<file path="src/rtl/core/frame_auto_exposure_core_macros.svh">
// Assertion helpers for the core top file.
`ifndef FRAME_AUTO_EXPOSURE_CORE_MACROS_SVH
`define FRAME_AUTO_EXPOSURE_CORE_MACROS_SVH

// Check cons in the same cycle as ante.
`define FAE_ASSERT_NOW(label, clk, rst, ante, cons, msg) \
   label: assert property (@(posedge clk) disable iff (rst) (ante) |-> (cons)) \
      else $error(msg);

// Check cons in the cycle after ante.
`define FAE_ASSERT_NEXT(label, clk, rst, ante, cons, msg) \
   label: assert property (@(posedge clk) disable iff (rst) (ante) |=> (cons)) \
      else $error(msg);

`endif

</file>
<file path="src/rtl/core/fae_pkg.sv">
package fae_pkg;

   localparam int PIX_W      = 8;
   localparam int SUM_W      = 25;
   localparam int EXP_W      = 20;
   localparam int GAIN_W     = 4;
   localparam int GEP_W      = GAIN_W + EXP_W;
   localparam int CSR_IDX_W  = 3;
   localparam int CSR_DATA_W = 25;

   localparam logic [SUM_W-1:0] SUM_MAX = {SUM_W{1'b1}};

   typedef enum logic [CSR_IDX_W-1:0] {
      CSR_AE_ENABLE    = 3'd0,
      CSR_TARGET_SUM   = 3'd1,
      CSR_INNER_LOW    = 3'd2,
      CSR_INNER_HIGH   = 3'd3,
      CSR_OUTER_LOW    = 3'd4,
      CSR_OUTER_HIGH   = 3'd5,
      CSR_MIN_EXPOSURE = 3'd6,
      CSR_MAX_EXPOSURE = 3'd7
   } csr_index_type;

   localparam logic [GAIN_W-1:0] GAIN_X1 = 4'd1;
   localparam logic [GAIN_W-1:0] GAIN_X2 = 4'd2;
   localparam logic [GAIN_W-1:0] GAIN_X4 = 4'd4;
   localparam logic [GAIN_W-1:0] GAIN_X8 = 4'd8;

   localparam logic [SUM_W-1:0] TARGET_SUM_RESET   = 25'd9753600;
   localparam logic [SUM_W-1:0] INNER_LOW_RESET    = 25'd9139200;
   localparam logic [SUM_W-1:0] INNER_HIGH_RESET   = 25'd10368000;
   localparam logic [SUM_W-1:0] OUTER_LOW_RESET    = 25'd8524800;
   localparam logic [SUM_W-1:0] OUTER_HIGH_RESET   = 25'd10982400;
   localparam logic [EXP_W-1:0] MIN_EXPOSURE_RESET = 20'd20;
   localparam logic [EXP_W-1:0] MAX_EXPOSURE_RESET = 20'd19140;
   localparam logic [EXP_W-1:0] EXPOSURE_RESET     = 20'd19140;
   localparam logic [GAIN_W-1:0] GAIN_RESET        = GAIN_X2;

   typedef struct packed {
      logic             ae_enable;
      logic [SUM_W-1:0] target_sum;
      logic [SUM_W-1:0] inner_low;
      logic [SUM_W-1:0] inner_high;
      logic [SUM_W-1:0] outer_low;
      logic [SUM_W-1:0] outer_high;
      logic [EXP_W-1:0] min_exposure;
      logic [EXP_W-1:0] max_exposure;
   } cfg_type;

   typedef struct packed {
      logic take_pixel;
      logic gep;
      logic mul;
      logic div_step;
      logic round_e1;
      logic pick_gain;
      logic finish;
   } cmd_type;

   typedef struct packed {
      logic go_compute;
      logic div_last;
   } status_type;

endpackage

</file>
<file path="src/rtl/core/frame_auto_exposure_core.sv">
// Frame auto exposure core.
// Request channel (req_valid/req_ready) carries one grayscale pixel per transfer;
// req_end_of_frame marks the last pixel of a frame. Pixels inside a frame are
// taken one per cycle and only summed; they produce no response.
// The response channel (rsp_valid/rsp_ready) carries one item per frame: exposure,
// gain, lock flag, an adjusted flag and the frame luma sum.
// rsp_valid rises in the cycle after the end-of-frame transfer when AE is off, the
// loop is locked or the frame sum is zero; otherwise it follows a computation in
// steps: product, multiply, a bit-serial divider that retires one quotient bit per cycle
// over the 49+FRAC_BITS bit numerator, then rounding, gain pick and a final step.
// During that computation req_ready is low. While a response waits for rsp_ready,
// pixels of the next frame are still taken; only its end-of-frame pixel is held.
// Configuration: csr_wr_en writes csr_wdata to register csr_index;
// write only while the core is idle.
// Reset (synchronous, active high) clears the running sum and the lock, loads
// exposure 19140 us and gain 2, and restores register defaults.
`include "frame_auto_exposure_core_macros.svh"

module frame_auto_exposure_core #(
   parameter int FRAC_BITS = 8
) (
   input  logic                             clock,
   input  logic                             reset,
   // pixel request channel
   input  logic                             req_valid,
   output logic                             req_ready,
   input  logic [fae_pkg::PIX_W-1:0]        req_pixel,
   input  logic                             req_end_of_frame,
   // per-frame response channel
   output logic                             rsp_valid,
   input  logic                             rsp_ready,
   output logic [fae_pkg::EXP_W-1:0]        rsp_exposure_time,
   output logic [fae_pkg::GAIN_W-1:0]       rsp_gain_factor,
   output logic                             rsp_converged,
   output logic                             rsp_adjusted,
   output logic [fae_pkg::SUM_W-1:0]        rsp_luma_sum,
   // register write port
   input  logic                             csr_wr_en,
   input  logic [fae_pkg::CSR_IDX_W-1:0]    csr_index,
   input  logic [fae_pkg::CSR_DATA_W-1:0]   csr_wdata
);

   fae_pkg::cfg_type    cfg;
   fae_pkg::cmd_type    cmd;
   fae_pkg::status_type status;

   // Hold the configuration registers.
   fae_csr u_csr (
      .clock     (clock),
      .reset     (reset),
      .csr_wr_en (csr_wr_en),
      .csr_index (csr_index),
      .csr_wdata (csr_wdata),
      .cfg       (cfg)
   );

   // Sequence the frame-end computation and own both handshakes.
   fae_ctrl u_ctrl (
      .clock            (clock),
      .reset            (reset),
      .req_valid        (req_valid),
      .req_end_of_frame (req_end_of_frame),
      .req_ready        (req_ready),
      .rsp_valid        (rsp_valid),
      .rsp_ready        (rsp_ready),
      .status           (status),
      .cmd              (cmd)
   );

   // Accumulate, lock, multiply, divide, round and clamp.
   fae_dpath #(
      .FRAC_BITS (FRAC_BITS)
   ) u_dpath (
      .clock             (clock),
      .reset             (reset),
      .cfg               (cfg),
      .cmd               (cmd),
      .req_pixel         (req_pixel),
      .req_end_of_frame  (req_end_of_frame),
      .status            (status),
      .rsp_exposure_time (rsp_exposure_time),
      .rsp_gain_factor   (rsp_gain_factor),
      .rsp_converged     (rsp_converged),
      .rsp_adjusted      (rsp_adjusted),
      .rsp_luma_sum      (rsp_luma_sum)
   );

   // A frame end must never overwrite a response still waiting.
   `FAE_ASSERT_NOW(a_eof_blocked, clock, reset, req_valid && req_ready && req_end_of_frame, !rsp_valid, "frame end taken while response pending")
   // Gain is always one of 1, 2, 4 or 8.
   `FAE_ASSERT_NOW(a_gain_onehot, clock, reset, rsp_valid, $onehot(rsp_gain_factor), "gain not a power of two")
   // A locked frame is never recomputed.
   `FAE_ASSERT_NOW(a_lock_no_adjust, clock, reset, rsp_valid && rsp_converged, !rsp_adjusted, "adjusted while locked")
   // The final compute step raises the response next cycle.
   `FAE_ASSERT_NEXT(a_finish_valid, clock, reset, cmd.finish, rsp_valid, "no response after compute")

endmodule

</file>
<file path="src/rtl/core/fae_csr.sv">
module fae_csr (
   input  logic                             clock,
   input  logic                             reset,
   input  logic                             csr_wr_en,
   input  logic [fae_pkg::CSR_IDX_W-1:0]    csr_index,
   input  logic [fae_pkg::CSR_DATA_W-1:0]   csr_wdata,
   output fae_pkg::cfg_type                 cfg
);

   fae_pkg::cfg_type cfg_ff;

   always_ff @(posedge clock) begin
      if (reset) begin
         cfg_ff.ae_enable    <= 1'b1;
         cfg_ff.target_sum   <= fae_pkg::TARGET_SUM_RESET;
         cfg_ff.inner_low    <= fae_pkg::INNER_LOW_RESET;
         cfg_ff.inner_high   <= fae_pkg::INNER_HIGH_RESET;
         cfg_ff.outer_low    <= fae_pkg::OUTER_LOW_RESET;
         cfg_ff.outer_high   <= fae_pkg::OUTER_HIGH_RESET;
         cfg_ff.min_exposure <= fae_pkg::MIN_EXPOSURE_RESET;
         cfg_ff.max_exposure <= fae_pkg::MAX_EXPOSURE_RESET;
      end else if (csr_wr_en) begin
         unique case (fae_pkg::csr_index_type'(csr_index))
            fae_pkg::CSR_AE_ENABLE:    cfg_ff.ae_enable    <= csr_wdata[0];
            fae_pkg::CSR_TARGET_SUM:   cfg_ff.target_sum   <= csr_wdata[fae_pkg::SUM_W-1:0];
            fae_pkg::CSR_INNER_LOW:    cfg_ff.inner_low    <= csr_wdata[fae_pkg::SUM_W-1:0];
            fae_pkg::CSR_INNER_HIGH:   cfg_ff.inner_high   <= csr_wdata[fae_pkg::SUM_W-1:0];
            fae_pkg::CSR_OUTER_LOW:    cfg_ff.outer_low    <= csr_wdata[fae_pkg::SUM_W-1:0];
            fae_pkg::CSR_OUTER_HIGH:   cfg_ff.outer_high   <= csr_wdata[fae_pkg::SUM_W-1:0];
            fae_pkg::CSR_MIN_EXPOSURE: cfg_ff.min_exposure <= csr_wdata[fae_pkg::EXP_W-1:0];
            fae_pkg::CSR_MAX_EXPOSURE: cfg_ff.max_exposure <= csr_wdata[fae_pkg::EXP_W-1:0];
            default: ;
         endcase
      end
   end

   assign cfg = cfg_ff;

endmodule

</file>
<file path="src/rtl/core/fae_ctrl.sv">
module fae_ctrl (
   input  logic                  clock,
   input  logic                  reset,
   input  logic                  req_valid,
   input  logic                  req_end_of_frame,
   output logic                  req_ready,
   output logic                  rsp_valid,
   input  logic                  rsp_ready,
   input  fae_pkg::status_type   status,
   output fae_pkg::cmd_type      cmd
);

   typedef enum logic [2:0] {
      ST_IDLE,
      ST_GEP,
      ST_MUL,
      ST_DIV,
      ST_ROUND,
      ST_GAIN,
      ST_FINAL
   } state_type;

   state_type state_ff;
   logic      rsp_valid_ff;
   logic      take;

   // Hold back a frame end while the previous result still waits.
   assign req_ready = (state_ff == ST_IDLE) && (!rsp_valid_ff || !req_end_of_frame);
   assign take      = req_valid && req_ready;
   assign rsp_valid = rsp_valid_ff;

   always_comb begin
      cmd            = '0;
      cmd.take_pixel = take;
      cmd.gep        = (state_ff == ST_GEP);
      cmd.mul        = (state_ff == ST_MUL);
      cmd.div_step   = (state_ff == ST_DIV);
      cmd.round_e1   = (state_ff == ST_ROUND);
      cmd.pick_gain  = (state_ff == ST_GAIN);
      cmd.finish     = (state_ff == ST_FINAL);
   end

   always_ff @(posedge clock) begin
      if (reset) begin
         state_ff     <= ST_IDLE;
         rsp_valid_ff <= 1'b0;
      end else begin
         if (rsp_valid_ff && rsp_ready) begin
            rsp_valid_ff <= 1'b0;
         end
         unique case (state_ff)
            ST_IDLE: begin
               if (take && req_end_of_frame) begin
                  if (status.go_compute) begin
                     state_ff <= ST_GEP;
                  end else begin
                     rsp_valid_ff <= 1'b1;
                  end
               end
            end
            ST_GEP:   state_ff <= ST_MUL;
            ST_MUL:   state_ff <= ST_DIV;
            ST_DIV: begin
               if (status.div_last) begin
                  state_ff <= ST_ROUND;
               end
            end
            ST_ROUND: state_ff <= ST_GAIN;
            ST_GAIN:  state_ff <= ST_FINAL;
            ST_FINAL: begin
               rsp_valid_ff <= 1'b1;
               state_ff     <= ST_IDLE;
            end
            default:  state_ff <= ST_IDLE;
         endcase
      end
   end

endmodule

</file>
<file path="src/rtl/core/fae_dpath.sv">
module fae_dpath #(
   parameter int FRAC_BITS = 8
) (
   input  logic                           clock,
   input  logic                           reset,
   input  fae_pkg::cfg_type               cfg,
   input  fae_pkg::cmd_type               cmd,
   input  logic [fae_pkg::PIX_W-1:0]      req_pixel,
   input  logic                           req_end_of_frame,
   output fae_pkg::status_type            status,
   output logic [fae_pkg::EXP_W-1:0]      rsp_exposure_time,
   output logic [fae_pkg::GAIN_W-1:0]     rsp_gain_factor,
   output logic                           rsp_converged,
   output logic                           rsp_adjusted,
   output logic [fae_pkg::SUM_W-1:0]      rsp_luma_sum
);

   localparam int SUM_W  = fae_pkg::SUM_W;
   localparam int EXP_W  = fae_pkg::EXP_W;
   localparam int GEP_W  = fae_pkg::GEP_W;
   localparam int PROD_W = GEP_W + SUM_W;
   localparam int NUM_W  = PROD_W + FRAC_BITS;
   localparam int RND_W  = NUM_W - FRAC_BITS + 1;
   localparam int CNT_W  = $clog2(NUM_W);

   logic [SUM_W-1:0]          sum_ff;
   logic                      lock_ff;
   logic [EXP_W-1:0]          exp_ff;
   logic [fae_pkg::GAIN_W-1:0] gain_ff;
   logic [SUM_W-1:0]          fsum_ff;
   logic                      adj_ff;
   logic [GEP_W-1:0]          gep_ff;
   logic [NUM_W-1:0]          num_ff;
   logic [SUM_W-1:0]          rem_ff;
   logic [CNT_W-1:0]          cnt_ff;
   logic [EXP_W-1:0]          e1_ff;
   logic [1:0]                lg_ff;

   logic [SUM_W:0]   sum_wide;
   logic [SUM_W-1:0] fsum;
   logic             lock_next;
   logic             recompute;
   logic [SUM_W:0]   trial;
   logic             fits;
   logic [SUM_W:0]   diff;
   logic [RND_W-1:0] rnd1;
   logic [RND_W-1:0] rnd2;
   logic [NUM_W-1:0] unit1;
   logic [NUM_W-1:0] unit2;
   logic [NUM_W-1:0] unit4;

   function automatic logic [EXP_W-1:0] clamp_exp(input logic [RND_W-1:0] v,
                                                  input logic [EXP_W-1:0] lo,
                                                  input logic [EXP_W-1:0] hi);
      logic [RND_W-1:0] r;
      r = v;
      if (r < RND_W'(lo)) r = RND_W'(lo);
      if (r > RND_W'(hi)) r = RND_W'(hi);
      return r[EXP_W-1:0];
   endfunction

   // Saturate the running sum at the field maximum.
   assign sum_wide = {1'b0, sum_ff} + (SUM_W+1)'(req_pixel);
   assign fsum     = sum_wide[SUM_W] ? fae_pkg::SUM_MAX : sum_wide[SUM_W-1:0];

   always_comb begin
      if (cfg.inner_low <= fsum && fsum <= cfg.inner_high) begin
         lock_next = 1'b1;
      end else if (fsum > cfg.outer_high || fsum < cfg.outer_low) begin
         lock_next = 1'b0;
      end else begin
         lock_next = lock_ff;
      end
   end

   assign recompute         = cfg.ae_enable && !lock_next;
   assign status.go_compute = req_end_of_frame && recompute && (fsum != '0);
   assign status.div_last   = (cnt_ff == CNT_W'(NUM_W - 1));

   // One restoring division step: shift in the next numerator bit.
   assign trial = {rem_ff, num_ff[NUM_W-1]};
   assign fits  = (trial >= {1'b0, fsum_ff});
   assign diff  = trial - {1'b0, fsum_ff};

   assign rnd1  = RND_W'(num_ff >> FRAC_BITS) + RND_W'(num_ff[FRAC_BITS-1]);
   assign unit1 = NUM_W'({e1_ff, {FRAC_BITS{1'b0}}});
   assign unit2 = unit1 << 1;
   assign unit4 = unit1 << 2;

   always_comb begin
      unique case (lg_ff)
         2'd0: rnd2 = RND_W'(num_ff >> FRAC_BITS)       + RND_W'(num_ff[FRAC_BITS-1]);
         2'd1: rnd2 = RND_W'(num_ff >> (FRAC_BITS + 1)) + RND_W'(num_ff[FRAC_BITS]);
         2'd2: rnd2 = RND_W'(num_ff >> (FRAC_BITS + 2)) + RND_W'(num_ff[FRAC_BITS+1]);
         2'd3: rnd2 = RND_W'(num_ff >> (FRAC_BITS + 3)) + RND_W'(num_ff[FRAC_BITS+2]);
         default: rnd2 = '0;
      endcase
   end

   always_ff @(posedge clock) begin
      if (reset) begin
         sum_ff  <= '0;
         lock_ff <= 1'b0;
         exp_ff  <= fae_pkg::EXPOSURE_RESET;
         gain_ff <= fae_pkg::GAIN_RESET;
      end else begin
         if (cmd.take_pixel) begin
            if (req_end_of_frame) begin
               sum_ff <= '0;
               if (cfg.ae_enable) begin
                  lock_ff <= lock_next;
               end
               if (recompute && fsum == '0) begin
                  gain_ff <= fae_pkg::GAIN_X8;
                  exp_ff  <= cfg.max_exposure;
               end
            end else begin
               sum_ff <= fsum;
            end
         end
         if (cmd.finish) begin
            unique case (lg_ff)
               2'd0: gain_ff <= fae_pkg::GAIN_X1;
               2'd1: gain_ff <= fae_pkg::GAIN_X2;
               2'd2: gain_ff <= fae_pkg::GAIN_X4;
               2'd3: gain_ff <= fae_pkg::GAIN_X8;
               default: gain_ff <= fae_pkg::GAIN_X8;
            endcase
            exp_ff <= clamp_exp(rnd2, cfg.min_exposure, cfg.max_exposure);
         end
      end
   end

   always_ff @(posedge clock) begin
      if (cmd.take_pixel && req_end_of_frame) begin
         fsum_ff <= fsum;
         adj_ff  <= recompute;
      end
      if (cmd.gep) begin
         gep_ff <= GEP_W'(gain_ff) * GEP_W'(exp_ff);
      end
      if (cmd.mul) begin
         num_ff <= {PROD_W'(gep_ff) * PROD_W'(cfg.target_sum), {FRAC_BITS{1'b0}}};
         rem_ff <= '0;
         cnt_ff <= '0;
      end
      if (cmd.div_step) begin
         rem_ff <= fits ? diff[SUM_W-1:0] : trial[SUM_W-1:0];
         num_ff <= {num_ff[NUM_W-2:0], fits};
         cnt_ff <= cnt_ff + CNT_W'(1);
      end
      if (cmd.round_e1) begin
         e1_ff <= clamp_exp(rnd1, cfg.min_exposure, cfg.max_exposure);
      end
      if (cmd.pick_gain) begin
         priority if (num_ff <= unit1) lg_ff <= 2'd0;
         else if (num_ff <= unit2) lg_ff <= 2'd1;
         else if (num_ff <= unit4) lg_ff <= 2'd2;
         else lg_ff <= 2'd3;
      end
   end

   assign rsp_exposure_time = exp_ff;
   assign rsp_gain_factor   = gain_ff;
   assign rsp_converged     = lock_ff;
   assign rsp_adjusted      = adj_ff;
   assign rsp_luma_sum      = fsum_ff;

endmodule

</file>
<file path="config.mk">
export PLATFORM = sky130hd
export DESIGN_NAME = frame_auto_exposure_core
export DESIGN_NICKNAME = d
export VERILOG_FILES = /design/src/rtl/core/fae_pkg.sv /design/src/rtl/core/frame_auto_exposure_core.sv /design/src/rtl/core/fae_csr.sv /design/src/rtl/core/fae_ctrl.sv /design/src/rtl/core/fae_dpath.sv
export VERILOG_INCLUDE_DIRS = /design/src /design/src/rtl/core
export SDC_FILE = /design/constraint.sdc
export NUM_CORES = 2
export LEC_CHECK = 0
export BUFFER_PORTS_ARGS = -buffer_cell sky130_fd_sc_hd__buf_2
export CAP_MARGIN = 30
export CELL_PAD_IN_SITES_DETAIL_PLACEMENT = 0
export CELL_PAD_IN_SITES_GLOBAL_PLACEMENT = 1
export CORE_ASPECT_RATIO = 1.75
export CORE_MARGIN = 2
export CORE_UTILIZATION = 46
export DETAILED_ROUTE_END_ITERATION = 6
export GPL_TIMING_DRIVEN = 0
export PLACE_DENSITY_LB_ADDON = 0.08
export SYNTH_ARGS = -nofsm -noshare
export SYNTH_HDL_FRONTEND = slang
export SYNTH_SLANG_ARGS = --single-unit
</file>
<file path="constraint.sdc">
create_clock -name clock -period 7.6 [get_ports clock]
set_clock_uncertainty 0.15 [all_clocks]
set_input_delay 0.38 -clock clock [delete_from_list [all_inputs] [get_ports clock]]
set_output_delay 0.38 -clock clock [all_outputs]
set_load 0.05 [all_outputs]
</file>
Word-level counts from Yosys, hierarchy flattened
Index checks and enable logic that the tools add are counted.
{ "classes": {"shifts": 0, "n_reduce_logical": 35, "order_cmp": 12, "mux": 38, "mul": 2, "bitwise": 0, "n_eq_ne": 20, "div_mod_pow": 0, "addsub": 7} }
{ "op_table": {"columns": ["cell", "count"], "rows": [
  ["2-to-1 mux 50 bit", 5],
  ["one-hot mux 50 bit (4 select lines)", 1],
  ["2-to-1 mux 25 bit", 5],
  ["2-to-1 mux 20 bit", 6],
  ["2-to-1 mux 57 bit", 2],
  ["greater-than comparator 50 x 20 -> 1 bit", 2],
  ["< comparator 50 x 20 -> 1 bit", 2],
  ["<= comparator 57 x 28 -> 1 bit", 1],
  ["<= comparator 57 x 29 -> 1 bit", 1],
  ["<= comparator 57 x 30 -> 1 bit", 1],
  ["adder 49 x 1 -> 50 bit", 1],
  ["<= comparator 25 bit", 2],
  ["adder 48 x 1 -> 49 bit", 1],
  ["multiplier 24 x 25 -> 49 bit", 1],
  ["adder 47 x 1 -> 48 bit", 1],
  ["adder 46 x 1 -> 47 bit", 1],
  ["adder 25 x 8 -> 26 bit", 1],
  ["greater-or-equal comparator 26 x 25 -> 1 bit", 1],
  ["greater-than comparator 25 bit", 1],
  ["zero test 25 bit", 1],
  ["< comparator 25 bit", 1],
  ["nonzero test 25 bit", 1],
  ["subtractor 25 bit", 1],
  ["multiplier 4 x 20 -> 24 bit", 1],
  ["25 further kinds", 73]
]} }
{ "word_totals": {"rom_bits": 0, "elab_cells": 137, "inputBits": 42, "ram_bits": 0, "register_bits": 380, "latch_bits": 0, "n_memories": 0, "output_inout_bits": 53} }

Logic depth before layout (Yosys ltp)
{ "logic_depth": {"ltp_word": 13, "mapped_depth": 37} }

Cells and area by module
From an unflattened synthesis, not the netlist that was laid out.
{ "hier_totals": {"hier_cells": 5628, "area_unflattened_um2": 49635.1} }
{ "modules_own_cells": {"columns": ["mod", "instances", "cells_each", "seq_area_each_um2", "area_per_inst_um2"], "rows": [
  ["fae_dpath", 1, 4993, 5805.6, 42788.5],
  ["fae_csr", 1, 601, 3323.2, 6568.8],
  ["fae_ctrl", 1, 34, 80.1, 277.8]
]} }

Least setup slack after synthesis
OpenSTA, ideal clock, no wires.
{ "synth_timing": {"kind": "register to register", "startpoint": "reg u_dpath.gep_ff[8]", "endpoint": "reg u_dpath.num_ff[56] (data pin)", "stages_incl_launch_ff": 26, "arrival_ps": 7171, "slack_ps": 144, "period_less_slack_ps": 7456, "setup_ps": 135, "cell_sequence": "edfxtp_1 > clkbuf_1 > clkbuf_1 > nand2_1 > fa_1 > inv_1 > fa_1 > fa_1 > fa_1 > fa_1 > inv_1 > fa_1 > inv_1 > fa_1 > ha_1 > a21oi_1 > o2111a_1 > a221o_1 > o221ai_1 > a21oi_1 > a31oi_1 > a211oi_1 > o31ai_1 > a31oi_1 > or4_1 > nand3_1"} }
{ "synth_via": {"elab_chain_len": 3} }
{ "synth_rtl": {"columns": ["element", "line", "rtl"], "rows": [
  ["start: declaration", "fae_dpath.sv:32", "logic [GEP_W-1:0] gep_ff;"],
  ["start signal: assignment", "fae_dpath.sv:140", "gep_ff <= GEP_W'(gain_ff) * GEP_W'(exp_ff);"],
  ["multiplier 24 x 25 -> 49 bit", "fae_dpath.sv:143", "num_ff <= {PROD_W'(gep_ff) * PROD_W'(cfg.target_sum), {FRAC_BITS{1'b0}}};"],
  ["2-to-1 mux 57 bit", "fae_dpath.sv:142", "if (cmd.mul) begin"],
  ["2-to-1 mux 57 bit", "fae_dpath.sv:147", "if (cmd.div_step) begin"],
  ["end signal: assignment", "fae_dpath.sv:143", null],
  ["end signal: assignment", "fae_dpath.sv:149", "num_ff <= {num_ff[NUM_W-2:0], fits};"],
  ["end: declaration", "fae_dpath.sv:33", "logic [NUM_W-1:0] num_ff;"]
]} }
No other way between the ends. The select of a mux whose other input is x is not followed.
A chain may end at the register's enable or synchronous reset.

Final worst setup path
{ "layout_timing": {"startpoint": "reg u_dpath.gep_ff[2]", "endpoint": "reg u_dpath.num_ff[56] (data pin)"} }
Same word-level chain as after synthesis.

==> results_dict.tcl <==
set metrics [dict create \
    status "finished, violations left" \
    violations "setup timing" \
    cp-start-kind "register" \
    path_delay_family "adder cells" \
    avgSynthCellArea_um2 8.51 \
    path_class "reg -> reg" \
    critPathCaptureType "register" \
    vias 43400 \
    cp_max_fo 5 \
    crit_start "u_dpath.gep_ff[2]" \
    grt_overflow 0 \
    p_leak_uw 0.0253 \
    path_buf_inv 7 \
    multiInputGateArea_um2 36400 \
    drive_above_1_share 0.128 \
    drv_slew 0 \
    finalHoldViolCount 0 \
    core-area_um2 106000 \
    setup_viol_count_final 2 \
    routedWlPerCell_um 27.9 \
    cp.required_ns 7.91 \
    worst_pin_slew_ns 1.12 \
    cpPeakStageDelay_ns 0.54 \
    final_nets 7111 \
    viasPerCell 5.84 \
    synthToLayoutAreaGrowth_pct 14.6 \
    cts_max_level 2 \
    hold_path.class "in -> reg" \
    fin_crit_ns 7.69 \
    powerDensity_nw_per_um2 308 \
    yosys_warnings 0 \
    first_pass_iters 6 \
    clock_path_buffers 3 \
    syn_area_um2 48800 \
    cp_slowest_cell "fa_1" \
    grt_pass1_wl_um 303000 \
    critPathMostFrequentCell "fa_1" \
    drtAntennaViolNets 0 \
    clk_pin_slew_ns 0.08 \
    grt_use_total 0.385 \
    ys_types 93 \
    vdd_drop_max_mv 0.423 \
    async_flop_share 0 \
    seq_area_um2 9260 \
    post-route-period-util 1.01 \
    antenna_found_initial 5 \
    slew_headroom 0.256 \
    start_util 0.463 \
    row_count 158 \
    synth_edf_count 160 \
    synth_ff_type "dfxtp_1" \
    synthesis.nets 6806 \
    numCtsBuffers 38 \
    cts_root_buf "clkbuf_16" \
    die_height_um 435 \
    cts_tree "yes" \
    io_buffers 91 \
    rsz0062_at_grt "yes" \
    pre_cts_ws_ns -2.73 \
    place.detailed.hpwl_um 170000 \
    die_w_um 250 \
    grt_max_degree 53 \
    ys_ff_latch 380 \
    drcViolationCount 0 \
    drtIter0Drc 2418 \
    final_area_um2 55900 \
    r2r-start "u_dpath.gep_ff[2]" \
    io_pins 95 \
    fp.dieArea_um2 109000 \
    drv_cap 0 \
    grt_pass1_vias 45500 \
    syn_inst 5738 \
    seq_area_frac_synth 0.189 \
    worstPathArrival_ns 8.00 \
    nFillCells 10400 \
    fin_ws_ns -0.0927 \
    totalWireLength_um 208000 \
    postPlaceCellArea_um2 51300 \
    clk_latency_ns 0.60 \
    cts.sinks 380 \
    fmax_ghz 0.130 \
    gp_congestion 1.02 \
    min-delay-start "csr_wdata[6]" \
]
-- cell families after synthesis --
kind of cell | share of synthesized area
AO/OA/AOI/OAI | 0.114
flip-flops | 0.189
XOR/XNOR | 0.0422
adder cells (fa/ha/maj) | 0.346
AND/OR/NAND/NOR | 0.200
multiplexers | 0.0208
buffers and inverters | 0.0878
-- cell type report --
| cell class | instances | share of cell area |
|---|---|---|
| sequential | 380 | 0.166 |
| inverter | 810 | 0.0544 |
| buffer | 285 | 0.0333 |
| tap | 1360 | 0.0304 |
| clock buffer | 51 | 0.0193 |
| timing repair buffer | 292 | 0.0412 |
| multi-input combinational | 4236 | 0.651 |
| antenna | 4 | 0.000179 |
| clock inverter | 19 | 0.00438 |
-- timing repair --
item / 4_1_cts / 5_1_grt
buffers inserted: 118 / 46
cloned: 1 / 1
gates resized for setup: 392 / 206
pin swaps: 83 / 110
hold buffers: 14 / 0
setup endpoints to repair: 71 / 54
hold endpoints to repair: 48 / 0
-- cell usage after synthesis, types with 27 or more instances --
| cell type | number | area, µm² |
|---|---|---|
| fa_1 | 542 | 10900 |
| or4_1 | 28 | 210 |
| a21o_1 | 115 | 863 |
| xor2_1 | 87 | 762 |
| a21oi_1 | 313 | 1570 |
| and2_1 | 254 | 1590 |
| a211oi_1 | 27 | 203 |
| nand2_1 | 923 | 3460 |
| nand3_1 | 96 | 480 |
| nor4_1 | 46 | 288 |
| nor2_1 | 268 | 1010 |
| and3_1 | 34 | 213 |
| o21a_1 | 42 | 315 |
| edfxtp_1 | 160 | 4800 |
| nor3_1 | 78 | 390 |
| a22oi_1 | 27 | 203 |
| nand4_1 | 98 | 613 |
| clkbuf_1 | 266 | 998 |
| nor2b_1 | 39 | 244 |
| mux2_2 | 41 | 462 |
| o21ai_0 | 119 | 596 |
| ha_1 | 484 | 6060 |
| inv_1 | 808 | 3030 |
| nand3b_1 | 33 | 248 |
| xnor2_1 | 148 | 1300 |
| dfxtp_1 | 220 | 4400 |
| or3_1 | 34 | 213 |
-- where the power goes --
part	switching [µW]	leakage (µW)	internal [µW]
combinational	7180	0.0214	5170
clock	939	0.000645	1150
sequential	145	0.00327	2620
total	8260	0.0253	8940
-- worst paths after layout --
| kind | endpoint | slack, ns | depth (start not counted) |
|---|---|---|---|
| setup / recovery | u_dpath.num_ff[56] | -0.09 | 27 |
| hold / removal | u_csr.cfg[121] | 0.02 | 3 |
| setup reg to reg | u_dpath.num_ff[56] | -0.09 | 27 |
| hold reg to reg | u_csr.cfg[69] | 0.30 | 2 |
-- routing by layer --
| metal | GRT usage | part of all wire | vias to the layer above | wire (µm) |
|---|---|---|---|---|
| li1 | - | - | 19600 | - |
| met1 | 0.353 | 0.31 | 21400 | 63700 |
| met2 | 0.698 | 0.51 | 1650 | 105000 |
| met3 | 0.0505 | 0.048 | 839 | 9940 |
| met4 | 0.412 | 0.14 | 4 | 28900 |
| met5 | 0 | 0.00011 | - | 23 |
-- flip-flops by register name (all words and copies together), names as in the netlist, 2 cells and up --
name,count
u_dpath.sum_ff,25
u_dpath.num_ff,57
u_ctrl.state_ff,3
u_dpath.rem_ff,25
u_dpath.rsp_gain_factor,4
u_dpath.e1_ff,20
u_dpath.cnt_ff,6
u_dpath.gep_ff,24
u_csr.cfg,166
u_dpath.rsp_exposure_time,20
u_dpath.lg_ff,2
u_dpath.rsp_luma_sum,25
-- worst register-to-register path: stages, from the launching register on --
cell and delay (ns):
edfxtp_1 0.50, clkbuf_8 0.20, buf_6 0.11, and2_4 0.14, fa_1 0.49, inv_2 0.04, fa_1 0.52, inv_2 0.05
fa_1 0.54, ha_2 0.17, inv_2 0.04, fa_1 0.49, inv_2 0.04, fa_1 0.48, fa_2 0.53, ha_4 0.30
buf_4 0.12, nand2_2 0.07, a32o_2 0.28, a221o_1 0.36, o221ai_4 0.28, a21oi_4 0.12, a31oi_4 0.36, a211oi_4 0.16
o31ai_4 0.31, a31oi_2 0.15, or4_1 0.49, nand3_1 0.08
-- stage by stage --
step / hold WS, ns / utilization / total power [µW] / cells / TNS [ns]
finish: 0.0182 / 0.530 / 17200 / 7437 / -0.123
global route: 0.0258 / 0.530 / 18500 / 7433 / -0.801
CTS: 0.00473 / 0.521 / 16000 / 7391 / -0.0276
detailed placement: 0.296 / 0.485 / 12800 / 7210 / -131.06
global placement: 0.292 / 0.483 / 12700 / 7189 / -154.80
floorplan: 0.283 / - / 9930 / 5738 / 0
-- layout by cell type, fill, tap and decap left out, types with 87 or more instances in the layout --
master and count:
edfxtp_1 160, a21o_1 115, nand2_1 920, nor2_1 261, a21oi_1 295, nand4_1 98, ha_1 455, and2_1 245
o21ai_0 109, fa_1 528, dfxtp_1 198, buf_4 165, xnor2_1 142, inv_1 796, xor2_1 87, buf_2 119
clkbuf_1 131
Note: power is estimated with default switching activity, not from simulation.
